--- src/design/gdas_pkg.sv ---
// Types, constants and calendar helpers for the Gregorian date add/sub block.
// Used by the controller, the datapath and the top level. No dependencies.
package gdas_pkg;

  localparam logic [13:0] YEAR_MIN    = 14'd1;
  localparam logic [13:0] YEAR_MAX    = 14'd9999;
  localparam logic [3:0]  MONTH_FIRST = 4'd1;
  localparam logic [3:0]  MONTH_LAST  = 4'd12;
  localparam logic [6:0]  YMOD_LAST   = 7'd99;
  localparam logic [13:0] CENTURY     = 14'd100;

  // floor(y / 100) == (y * DIV100_MUL) >> DIV100_SHIFT for y <= 9999
  localparam logic [12:0] DIV100_MUL   = 13'd5243;
  localparam int unsigned DIV100_SHIFT = 19;

  localparam logic [4:0] LEN_FEB_LEAP = 5'd29;
  localparam logic [4:0] LEN_FEB      = 5'd28;
  localparam logic [4:0] LEN_SHORT    = 5'd30;
  localparam logic [4:0] LEN_LONG     = 5'd31;

  typedef struct packed {
    logic        mode;
    logic [4:0]  start_day;
    logic [3:0]  start_month;
    logic [13:0] start_year;
    logic [15:0] day_count;
  } req_t;

  typedef struct packed {
    logic [4:0]  result_day;
    logic [3:0]  result_month;
    logic [13:0] result_year;
    logic        year_overflow;
  } rsp_t;

  typedef struct packed {
    logic load;
    logic div;
    logic rem;
    logic prep;
    logic step;
    logic out_load;
  } cmd_t;

  typedef struct packed {
    logic walk_done;
  } status_t;

  function automatic logic is_leap(logic [1:0] y_mod4, logic [6:0] y_mod100,
                                   logic [1:0] cen_mod4);
    logic div4;
    logic div100;
    div4   = (y_mod4 == 2'd0);
    div100 = (y_mod100 == 7'd0);
    return (div4 && !div100) || (div100 && (cen_mod4 == 2'd0));
  endfunction

  function automatic logic [4:0] month_len(logic [3:0] month, logic leap);
    logic [4:0] len;
    case (month)
      4'd2:                       len = leap ? LEN_FEB_LEAP : LEN_FEB;
      4'd4, 4'd6, 4'd9, 4'd11:    len = LEN_SHORT;
      default:                    len = LEN_LONG;
    endcase
    return len;
  endfunction

endpackage

--- src/design/gdas_ctrl.sv ---
// Sequencer for the date walk: load, year split, day clamp, month steps.
// Depends on gdas_pkg for the command and status structs.
module gdas_ctrl (
  input  logic              clk_i,
  input  logic              rst_ni,
  input  logic              req_valid_i,
  output logic              req_stall_o,
  output logic              rsp_valid_o,
  input  logic              rsp_stall_i,
  input  gdas_pkg::status_t status_i,
  output gdas_pkg::cmd_t    cmd_o
);
  import gdas_pkg::*;

  typedef enum logic [4:0] {
    ST_IDLE = 5'b00001,
    ST_DIV  = 5'b00010,
    ST_REM  = 5'b00100,
    ST_PREP = 5'b01000,
    ST_WALK = 5'b10000
  } state_e;

  state_e state_q, state_d;
  logic   out_valid_q, out_valid_d;
  logic   slot_free;

  assign slot_free   = !out_valid_q || !rsp_stall_i;
  assign req_stall_o = (state_q != ST_IDLE);
  assign rsp_valid_o = out_valid_q;

  always_comb begin
    state_d       = state_q;
    cmd_o         = '0;
    unique case (state_q)
      ST_IDLE: begin
        if (req_valid_i) begin
          cmd_o.load = 1'b1;
          state_d    = ST_DIV;
        end
      end
      ST_DIV: begin
        cmd_o.div = 1'b1;
        state_d   = ST_REM;
      end
      ST_REM: begin
        cmd_o.rem = 1'b1;
        state_d   = ST_PREP;
      end
      ST_PREP: begin
        cmd_o.prep = 1'b1;
        state_d    = ST_WALK;
      end
      ST_WALK: begin
        if (!status_i.walk_done) begin
          cmd_o.step = 1'b1;
        end else if (slot_free) begin
          cmd_o.out_load = 1'b1;
          state_d        = ST_IDLE;
        end
      end
      default: state_d = ST_IDLE;
    endcase
  end

  always_comb begin
    out_valid_d = out_valid_q;
    if (cmd_o.out_load) begin
      out_valid_d = 1'b1;
    end else if (!rsp_stall_i) begin
      out_valid_d = 1'b0;
    end
  end

  always_ff @(posedge clk_i or negedge rst_ni) begin
    if (!rst_ni) begin
      state_q     <= ST_IDLE;
      out_valid_q <= 1'b0;
    end else begin
      state_q     <= state_d;
      out_valid_q <= out_valid_d;
    end
  end

endmodule

--- src/design/gdas_dpath.sv ---
// Datapath: clamped date registers, year mod-100 split, month stepper, result register.
// Depends on gdas_pkg for payload types, constants and calendar helpers.
module gdas_dpath (
  input  logic              clk_i,
  input  gdas_pkg::req_t    req_i,
  input  gdas_pkg::cmd_t    cmd_i,
  output gdas_pkg::status_t status_o,
  output gdas_pkg::rsp_t    rsp_o
);
  import gdas_pkg::*;

  logic               mode_q;
  logic [4:0]         sday_q;
  logic [15:0]        count_q;
  logic [3:0]         month_q, month_d;
  logic [13:0]        year_q, year_d;
  logic [6:0]         quot_q;
  logic [6:0]         ymod_q, ymod_d;
  logic [1:0]         cen_q, cen_d;
  logic signed [17:0] day_q, day_d;
  logic               ovf_q, ovf_d;
  rsp_t               rsp_q;

  logic [3:0]  month_in;
  logic [13:0] year_in;
  logic [26:0] prod;
  logic [13:0] rem_full;
  logic [4:0]  len_cur;
  logic [4:0]  len_nxt;
  logic [4:0]  day_clamp;
  logic        leap_cur;
  logic        leap_nxt;
  logic        done;

  // input saturation
  always_comb begin
    month_in = req_i.start_month;
    if (month_in < MONTH_FIRST) month_in = MONTH_FIRST;
    if (month_in > MONTH_LAST)  month_in = MONTH_LAST;
    year_in = req_i.start_year;
    if (year_in < YEAR_MIN) year_in = YEAR_MIN;
    if (year_in > YEAR_MAX) year_in = YEAR_MAX;
  end

  assign prod     = 27'(year_q) * 27'(DIV100_MUL);
  assign rem_full = year_q - 14'(quot_q) * CENTURY;

  assign leap_cur = is_leap(year_q[1:0], ymod_q, cen_q);
  assign len_cur  = month_len(month_q, leap_cur);

  always_comb begin
    day_clamp = sday_q;
    if (day_clamp == 5'd0)   day_clamp = 5'd1;
    if (day_clamp > len_cur) day_clamp = len_cur;
  end

  assign done = ovf_q || (mode_q ? (day_q >= 18'sd1)
                                 : (day_q <= $signed({13'd0, len_cur})));
  assign status_o.walk_done = done;

  // one month per step
  always_comb begin
    month_d = month_q;
    year_d  = year_q;
    ymod_d  = ymod_q;
    cen_d   = cen_q;
    ovf_d   = ovf_q;
    if (!mode_q) begin
      if (month_q == MONTH_LAST) begin
        month_d = MONTH_FIRST;
        if (year_q >= YEAR_MAX) begin
          ovf_d = 1'b1;
        end else begin
          year_d = year_q + 14'd1;
          if (ymod_q == YMOD_LAST) begin
            ymod_d = 7'd0;
            cen_d  = cen_q + 2'd1;
          end else begin
            ymod_d = ymod_q + 7'd1;
          end
        end
      end else begin
        month_d = month_q + 4'd1;
      end
    end else begin
      if (month_q == MONTH_FIRST) begin
        month_d = MONTH_LAST;
        if (year_q <= YEAR_MIN) begin
          ovf_d = 1'b1;
        end else begin
          year_d = year_q - 14'd1;
          if (ymod_q == 7'd0) begin
            ymod_d = YMOD_LAST;
            cen_d  = cen_q - 2'd1;
          end else begin
            ymod_d = ymod_q - 7'd1;
          end
        end
      end else begin
        month_d = month_q - 4'd1;
      end
    end
    leap_nxt = is_leap(year_d[1:0], ymod_d, cen_d);
    len_nxt  = month_len(month_d, leap_nxt);
    if (!mode_q) begin
      day_d = day_q - $signed({13'd0, len_cur});
    end else if (ovf_d) begin
      day_d = day_q;
    end else begin
      day_d = day_q + $signed({13'd0, len_nxt});
    end
  end

  always_ff @(posedge clk_i) begin
    if (cmd_i.load) begin
      mode_q  <= req_i.mode;
      sday_q  <= req_i.start_day;
      count_q <= req_i.day_count;
      month_q <= month_in;
      year_q  <= year_in;
    end
    if (cmd_i.div) begin
      quot_q <= prod[DIV100_SHIFT +: 7];
    end
    if (cmd_i.rem) begin
      ymod_q <= rem_full[6:0];
      cen_q  <= quot_q[1:0];
    end
    if (cmd_i.prep) begin
      ovf_q <= 1'b0;
      if (!mode_q) begin
        day_q <= $signed({13'd0, day_clamp}) + $signed({2'd0, count_q});
      end else begin
        day_q <= $signed({13'd0, day_clamp}) - $signed({2'd0, count_q});
      end
    end
    if (cmd_i.step) begin
      day_q   <= day_d;
      month_q <= month_d;
      year_q  <= year_d;
      ymod_q  <= ymod_d;
      cen_q   <= cen_d;
      ovf_q   <= ovf_d;
    end
    if (cmd_i.out_load) begin
      rsp_q.year_overflow <= ovf_q;
      if (ovf_q && !mode_q) begin
        rsp_q.result_day   <= LEN_LONG;
        rsp_q.result_month <= MONTH_LAST;
        rsp_q.result_year  <= YEAR_MAX;
      end else if (ovf_q) begin
        rsp_q.result_day   <= 5'd1;
        rsp_q.result_month <= MONTH_FIRST;
        rsp_q.result_year  <= YEAR_MIN;
      end else begin
        rsp_q.result_day   <= day_q[4:0];
        rsp_q.result_month <= month_q;
        rsp_q.result_year  <= year_q;
      end
    end
  end

  assign rsp_o = rsp_q;

endmodule

--- src/design/gregorian_date_add_sub_days_top.sv ---
// Gregorian date plus/minus day count: top level joining controller and datapath.
// Depends on gdas_pkg, gdas_ctrl and gdas_dpath.
//
// Usage:
//   Request channel (req_valid_i / req_stall_o / req_i) takes a start date, a
//   day count and a mode (0 add, 1 subtract). Response channel (rsp_valid_o /
//   rsp_stall_i / rsp_o) returns the resulting date and an overflow flag.
//   A transfer happens on a clock edge with valid high and stall low.
//   After the accepting edge the controller runs DIV, REM and PREP, then one
//   WALK step per month boundary crossed (up to about 2160 for 65535 days).
//   The month stepper handles one month per cycle; the year is split into
//   mod-100 and century parts in the DIV and REM states before the walk starts.
//   One request is in flight at a time; req_stall_o is high while busy.
//   A finished response sits in the output register, so the next request is
//   taken while the previous response waits; a stalled response holds its
//   value and only blocks the block from finishing the following request.
//   Reset clears the controller: idle, no response pending.
module gregorian_date_add_sub_days_top (
  input  logic           clk_i,
  input  logic           rst_ni,
  input  logic           req_valid_i,
  output logic           req_stall_o,
  input  gdas_pkg::req_t req_i,
  output logic           rsp_valid_o,
  input  logic           rsp_stall_i,
  output gdas_pkg::rsp_t rsp_o
);
  import gdas_pkg::*;

  cmd_t    cmd;
  status_t status;

  gdas_ctrl u_ctrl (
    .clk_i       (clk_i),
    .rst_ni      (rst_ni),
    .req_valid_i (req_valid_i),
    .req_stall_o (req_stall_o),
    .rsp_valid_o (rsp_valid_o),
    .rsp_stall_i (rsp_stall_i),
    .status_i    (status),
    .cmd_o       (cmd)
  );

  gdas_dpath u_dpath (
    .clk_i    (clk_i),
    .req_i    (req_i),
    .cmd_i    (cmd),
    .status_o (status),
    .rsp_o    (rsp_o)
  );

  a_no_overwrite : assert property (@(posedge clk_i) disable iff (!rst_ni)
    cmd.out_load |-> (!rsp_valid_o || !rsp_stall_i))
    else $error("pending response overwritten");

  a_busy_after_req : assert property (@(posedge clk_i) disable iff (!rst_ni)
    (req_valid_i && !req_stall_o) |=> req_stall_o)
    else $error("request taken while not busy afterwards");

  a_load_shows : assert property (@(posedge clk_i) disable iff (!rst_ni)
    cmd.out_load |=> rsp_valid_o)
    else $error("loaded response not presented");

  a_step_not_done : assert property (@(posedge clk_i) disable iff (!rst_ni)
    cmd.step |-> !status.walk_done)
    else $error("month step after walk finished");

endmodule
--- config.mk ---
export PLATFORM = sky130hd
export DESIGN_NAME = gregorian_date_add_sub_days_top
export DESIGN_NICKNAME = d
export VERILOG_FILES = /design/src/design/gdas_pkg.sv /design/src/design/gdas_ctrl.sv /design/src/design/gdas_dpath.sv /design/src/design/gregorian_date_add_sub_days_top.sv
export SDC_FILE = /design/constraint.sdc
export NUM_CORES = 1
export LEC_CHECK = 0
export BUFFER_PORTS_ARGS = -buffer_cell sky130_fd_sc_hd__buf_2
export CAP_MARGIN = 20
export CORE_UTILIZATION = 59
export CTS_BUF_LIST = sky130_fd_sc_hd__clkbuf_16
export DETAILED_ROUTE_END_ITERATION = 8
export PLACE_DENSITY = 0.82
export SYNTH_ARGS = -nofsm -noshare
export SYNTH_HDL_FRONTEND = slang
export SYNTH_SLANG_ARGS = --single-unit
--- constraint.sdc ---
create_clock -name clk_i -period 7.1 [get_ports clk_i]
set_input_delay 0 -clock clk_i [delete_from_list [all_inputs] [get_ports clk_i]]
set_output_delay 0 -clock clk_i [all_outputs]
set_load 0.02 [all_outputs]
==> results.py, run 1 <==
metrics = {
    "sta": {
        "clock-skew-final_ns": 0.01779,
        "setup_violations": 0,
        "post-route-period-util_pct": 81.29,
        "slew_headroom_pct": 33.11,
        "min_period_ns": 5.771,
        "tightestPinTransition_ns": 1.002,
        "drv_slew": 0,
        "rsz0062_at_grt": "no",
        "fmaxAchievable_ghz": 0.1733,
        "hold_viol_final": 0,
        "setup_tns_ns": 0,
    },
    "yosys": {
        "yosysTopAreaCell": "edfxtp_1",
        "ys_seq_area_share_pct": 29.17,
        "synth_area_mm2": 0.01051,
        "synth_top_cell_area_share_pct": 27.72,
        "synth_compound_gate_area_share_pct": 14.47,
        "synth.mux.area_fraction_pct": 1.310,
        "yosysWarnings": 0,
        "postSynthCellCount": 1084,
        "yosysMostFrequentCell": "inv_1",
        "async_flop_share_pct": 5.825,
        "avgSynthCellArea_um2": 9.692,
        "yosys.area_share.adder_pct": 30.27,
        "synth_top_family_by_area": "adder cells",
        "yosys-top-cells-count": "158 x inv_1, 147 x ha_1, 97 x edfxtp_1",
        "ys_top_cells_by_area": "edfxtp_1 28%, ha_1 18%, fa_1 13%",
        "synth_xor_area_share_pct": 3.918,
        "synth_seq_cells": 103,
        "yosysUniqueCellTypes": 73,
        "synthSimpleGateAreaFrac_pct": 13.33,
        "synthFlopType": "edfxtp_1",
        "synth_edf_count": 97,
        "syn_nets": 1342,
    },
    "drt": {
        "wire_per_inst_um": 18.48,
        "vias": 8521,
        "drt_pass1_iterations": 6,
        "post-route-drc-count": 0,
        "viasPerCell": 6.108,
        "wirelength_um": 25780,
        "ant_nets": 0,
        "drtIter0Drc": 778,
    },
    "critical_path": {
        "crit_required_ns": 7.20,
        "slowest_stage": "nand3_1",
        "r2r-start": "u_dpath.year_q[6]",
        "crit_top_cell": "a21oi_1",
        "start_kind": "register",
        "cpPeakStageDelay_ns": 0.69,
        "critPathKind": "register to register",
        "crit_chain": "inv_1 > ha_1 > and3b_1 > o21ai_1 > nand3_1 > a211oi_1 > a21oi_1 > or4_1 > or3b_1 > and3_1 > ha_1 > a21oi_1 > nand2_1 > and3_1 > nand3_1 > o21ai_0 > xor2_1 > nor2_1 > a21oi_1",
        "cp_max_fo": 16,
        "reg2reg_slack_ns": 1.33,
        "worst-endpoint-arrival_ns": 5.87,
        "cp-startpoint": "u_dpath.year_q[6]",
        "end_kind": "register",
    },
    "clock_network": {
        "ctsHoldBuffers": 30,
        "clock_latency_ns": 0.37,
        "cts_made_buffers": 9,
        "cts_setup_buffers": 0,
        "cts_resized": 0,
        "clockRootBuffer": "clkbuf_16",
        "path_clk_slew_ns": 0.08,
        "htreeDepth": 3,
        "cts_tree": "built",
        "cts_sinks": 103,
        "clockBufferDepth": 2,
    },
    "floorplan": {
        "coreArea_mm2": 0.01736,
        "die_y_um": 135.4,
        "start_util_pct": 60.53,
        "ios": 70,
        "num_rows": 48,
        "die_w_um": 135.4,
        "dieArea_mm2": 0.01835,
    },
    "place": {
        "place_inst": 1349,
        "gp_congestion": 1.033,
        "port_buffers": 69,
        "hpwl_um": 19870,
        "place_area_mm2": 0.01101,
    },
    "global_route": {
        "grt_use_total_pct": 29.03,
        "antenna_found_initial": 0,
        "grt_pass1_wl_um": 40650,
        "grt_max_degree": 39,
        "grt_overflow": 0,
        "grt_pass1_vias": 8123,
    },
    "final_layout": {
        "antennaDiodeCount": 0,
        "final_nets": 1423,
        "area_growth_pct": 10.25,
        "final_area_mm2": 0.01158,
        "drive_gt1_share_pct": 9.402,
        "fin_cells": 1395,
    },
    "pwr": {
        "peakVddDrop_uv": 526.0,
        "p_leak_nw": 5.187,
        "powerDensity_mw_per_mm2": 472.6,
    },
    "status": {
        "outcome": "finished, final reports clean",
    },
    "hold_path": {
        "hold_class": "input port to register",
        "min_from": "req_i[25]",
    },
    "run": {
        "maxCapViolCount": 0,
    },
}
## cell families after synthesis
group           Yosys count
compound gates          235
xor+xnor                 47
fa+ha+maj               214
buf+inv                 196
flops                   103
mux                      13
simple gates            276
## layer usage
metal / up-vias / wire length, um / global-route usage (%) / share of wire, %
met2: 459 / 11740 / 45.64 / 46
met5: - / 0 / 0 / 0
met1: 4035 / 11160 / 40.69 / 43
met4: 0 / 615 / 9.176 / 2.4
met3: 53 / 2264 / 5.200 / 8.8
li1: 3974 / - / - / -
## placed cells by master, fill, tap and decap left out, types with 5 or more instances in the layout
cell / count
inv_1: 158
ha_1: 147
edfxtp_1: 97
buf_2: 69
nor2_1: 67
fa_1: 67
nand2_1: 59
a21oi_1: 56
o21ai_0: 42
xnor2_1: 35
dlygate4sd3_1: 30
nand3_1: 28
nor3_1: 28
and3_1: 18
o21a_1: 16
a21o_1: 15
o21ai_1: 15
o22ai_1: 14
nor2b_1: 13
a31oi_1: 13
xor2_1: 12
nand4_1: 11
mux2i_1: 10
clkbuf_16: 9
buf_4: 9
nor4_1: 7
o31ai_1: 7
a221oi_1: 7
a211oi_1: 6
and2_1: 6
or4_1: 5
nand3b_1: 5
or3_1: 5
inv_6: 5
dfrtp_1: 5
## flip-flops by register name, summed over array words and instances, names as in the netlist
signal,count
u_dpath.rsp_o,24
u_dpath.day_q,18
u_dpath.count_q,16
u_dpath.year_q,14
u_dpath.ymod_q,7
u_ctrl.state_q,5
u_dpath.quot_q,5
u_dpath.sday_q,5
u_dpath.month_q,4
u_dpath.cen_q,2
u_ctrl.rsp_valid_o,1
u_dpath.mode_q,1
u_dpath.ovf_q,1
## where the power goes
part	switching (mW)	internal, mW
Clock	0.241	0.242
Combinational	2.20	1.78
Sequential	0.142	0.873
## stage by stage
step | hold WS (ns) | setup WS (ns) | power (mW) | utilization [%]
after detailed placement | -0.1720 | 1.420 | 4.999 | 63.42
after floorplan | -0.2956 | 1.933 | 4.012 | -
after global placement | -0.1773 | 1.525 | 4.767 | 63.42
after CTS | 0.003516 | 1.395 | 5.521 | 66.74
after global routing | 0.02248 | 0.9681 | 6.146 | 66.74
final | 0.01604 | 1.329 | 5.474 | 66.74
## cell type report
| cell class | instances | area (um2) |
|---|---|---|
| Multi-Input combinational cell | 785 | 6655 |
| Clock buffer | 9 | 225.2 |
| Clock inverter | 7 | 51.30 |
| Sequential cell | 103 | 3064 |
| Timing Repair Buffer | 108 | 713.2 |
| Fill cell | 1365 | 5773 |
| Tap cell | 225 | 281.5 |
| Inverter | 158 | 593.1 |
## critical path: cells and delay by family, from the launching register on
kind / cells / cell delay, ns
buffers and inverters: 1 / 0.31
DFF: 1 / 0.63
adders and majority gates: 2 / 0.46
and+or+nand+nor: 9 / 2.58
xor gates and xnor gates: 1 / 0.16
AOI/OAI and AO/OA: 6 / 1.35
## final timing paths
kind | end | depth (start not counted)
max in group asynchronous | u_ctrl.state_q[2] | 3
worst min-delay path | u_dpath.year_q[9] | 3
worst min register to register | u_ctrl.rsp_valid_o | 1
worst max-delay path | u_dpath.day_q[11] | 19
min in group asynchronous | u_ctrl.state_q[0] | 2
worst max register to register | u_dpath.day_q[11] | 19
(Power assumes the default switching activity.)
==> run 2, diff against run 1 <==
- ABC_AREA: not set -> 1
- CORE_UTILIZATION: 59 -> 57
- PLACE_DENSITY: 0.82 -> 0.83
- clock period: 7.1 -> 4.7 ns (I/O delays scaled with it)
==> results.py, run 2 <==
metrics = {
    "place": {
        "hpwl_um": 22050,
        "port_buffers": 69,
        "gp_congestion": 0.9638,
    },
    "global_route": {
        "grt-busiest-layer": "met2",
        "grt_pass1_vias": 9185,
        "grt_max_degree": 38,
        "grt_pass1_wl_um": 45030,
        "use_met1_pct": 40.10,
        "grt_overflow": 0,
        "met2_usage_pct": 46.48,
        "grt_use_total_pct": 29.02,
        "grt_util_met3_pct": 4.857,
        "antenna_found_initial": 1,
    },
    "critical_path": {
        "slowest_stage": "fa_1",
        "path_delay_family": "adder cells",
        "crit_chain": "buf_4 > ha_1 > inv_1 > fa_1 > fa_1 > inv_1 > ha_1 > inv_1 > fa_1 > inv_1 > ha_1 > nand2_1 > o21ai_0 > o21bai_2 > a41oi_2 > o21bai_2 > nand2_1 > nand2_1 > nand2_1 > nand2_1",
        "r2r-start": "u_dpath.year_q[6]",
        "end_kind": "register",
        "cp_max_fo": 5,
        "crit_top_cell": "nand2_1",
        "cpPeakStageDelay_ns": 0.54,
        "worst-endpoint-arrival_ns": 4.77,
        "start_kind": "register",
        "reg2reg_slack_ns": 0.06,
        "critPathKind": "register to register",
        "r2r-end": "u_dpath.quot_q[2]",
        "critPathBufInv": 5,
        "crit_required_ns": 4.83,
        "r2r_cells": 20,
    },
    "sta": {
        "fmaxAchievable_ghz": 0.2154,
        "hold_viol_final": 0,
        "min_period_ns": 4.642,
        "drv_slew": 0,
        "whs_ns": 0.007707,
        "rsz0062_at_grt": "yes",
        "tightestPinTransition_ns": 0.8571,
        "setup_violations": 0,
        "setup_tns_ns": 0,
        "slew_headroom_pct": 42.86,
        "clock-skew-final_ns": 0.01534,
        "post-route-period-util_pct": 98.77,
    },
    "floorplan": {
        "ios": 70,
        "coreArea_mm2": 0.01883,
        "die_w_um": 140.9,
        "start_util_pct": 58.42,
        "num_rows": 50,
        "die_y_um": 140.9,
        "dieArea_mm2": 0.01986,
    },
    "yosys": {
        "synth_seq_cells": 103,
        "synth_edf_count": 97,
        "yosysUniqueCellTypes": 60,
        "synth_area_mm2": 0.01100,
        "yosysMostFrequentCell": "nand2_1",
        "yosysWarnings": 0,
        "yosys-top-cells-count": "234 x nand2_1, 215 x inv_1, 147 x ha_1",
        "yosysTopAreaCell": "edfxtp_1",
        "synthFlopType": "edfxtp_1",
        "ys_top_cells_by_area": "edfxtp_1 26%, ha_1 17%, fa_1 12%",
        "synth_top_cell_area_share_pct": 26.48,
        "async_flop_share_pct": 5.825,
        "avgSynthCellArea_um2": 8.567,
        "syn_nets": 1542,
        "postSynthCellCount": 1284,
        "ys_seq_area_share_pct": 27.85,
    },
    "run": {
        "maxCapViolCount": 0,
    },
    "drt": {
        "vias": 9779,
        "post-route-drc-count": 0,
        "drt_pass1_iterations": 6,
        "wirelength_um": 29230,
        "viasPerCell": 5.712,
        "drtIter0Drc": 1108,
        "wire_per_inst_um": 17.07,
        "ant_nets": 0,
    },
    "clock_network": {
        "clock_latency_ns": 0.37,
        "htreeDepth": 3,
        "clockRootBuffer": "clkbuf_16",
        "cts_made_buffers": 9,
        "clockBufferDepth": 2,
        "cts_tree": "built",
        "cts_sinks": 103,
        "path_clk_slew_ns": 0.08,
    },
    "final_layout": {
        "regArea_mm2": 0.003064,
        "layout_commonest_cell": "nand2_1",
        "layout_common_cells": "232 x nand2_1, 207 x inv_1, 134 x ha_1, 97 x edfxtp_1, 80 x nor2_1",
        "drive_gt1_share_pct": 17.42,
        "multi_input_area_mm2": 0.007197,
        "final_nets": 1705,
        "n_fill_cell": 1384,
        "final_util_pct": 68.84,
        "largest_reg_flops": 24,
        "area_growth_pct": 17.83,
        "antennaDiodeCount": 0,
    },
    "hold_path": {
        "whs_path_depth": 3,
        "hold_class": "input port to register",
        "holdPathEnd": "u_dpath.month_q[2]",
        "min_from": "req_i[32]",
    },
    "status": {
        "outcome": "finished, final reports clean",
    },
}
run 2: tightest hold or removal path, cell delays in order:
cell and delay [ns]:
buf_2 0.12, nand2_1 0.07, o21ai_0 0.07
run 2: repair_timing:
item | CTS | global route
resized for setup | 1 | 58
hold buffers | 32 | 0
setup buffers | 2 | 33
setup endpoints to repair | 1 | 15
pin swaps | 0 | 17
endpoints found under the hold margin | 37 | 0
cloned | 0 | 1
run 2: worst max path at each step:
| stage | start | end | slack [ns] | depth (start not counted) |
|---|---|---|---|---|
| after CTS | u_dpath.year_q[9] | u_dpath.quot_q[4] | 0.04 | 12 |
| after detailed placement | u_dpath.year_q[10] | u_dpath.quot_q[4] | -0.02 | 14 |
| after global placement | u_dpath.year_q[10] | u_dpath.quot_q[4] | -0.03 | 14 |
| after global routing | u_dpath.year_q[8] | u_dpath.quot_q[2] | -0.16 | 19 |
| after floorplan | u_dpath.year_q[8] | u_dpath.quot_q[4] | 0.38 | 18 |
| final | u_dpath.year_q[6] | u_dpath.quot_q[2] | 0.06 | 20 |
run 2: final cells by class:
| type | count | share of cell area (%) |
|---|---|---|
| multi-input cells | 930 | 55.52 |
| flip-flops and latches | 103 | 23.64 |
| repair buffers | 177 | 9.566 |
| clock buffers | 9 | 1.737 |
| inverters | 226 | 6.660 |
| well taps | 260 | 2.510 |
| clock inverters | 7 | 0.3668 |
run 2: metal layers:
metal / routed length [um] / part of all wire [%]
met5: 0 / 0
met4: 846 / 2.9
met3: 2247 / 7.7
met2: 13740 / 47
met1: 12390 / 42
run 2: cell families (layout without fill, tap and decap cells):
logic type,Yosys count,in the layout,synth area share (%)
fa+ha+maj,214,214,28.91
xor+xnor,63,63,5.016
buf+inv,252,419,9.008
simple gates,449,450,18.14
flops,103,103,27.85
mux,3,3,0.2730
compound gates,200,200,10.79
run 2: stage by stage:
step,area [um2],setup WS [ns],instances
2_1_floorplan,11000,0.3842,1284
3_5_place_dp,11840,-0.02157,1627
5_1_grt,12960,-0.1589,1712
3_3_place_gp,11840,-0.03266,1627
6_report,12960,0.05775,1712
4_1_cts,12450,0.04079,1677
Power of run 2 is not shown: default switching activity piles up to over one toggle a cycle in this logic, so the estimate is an artifact.
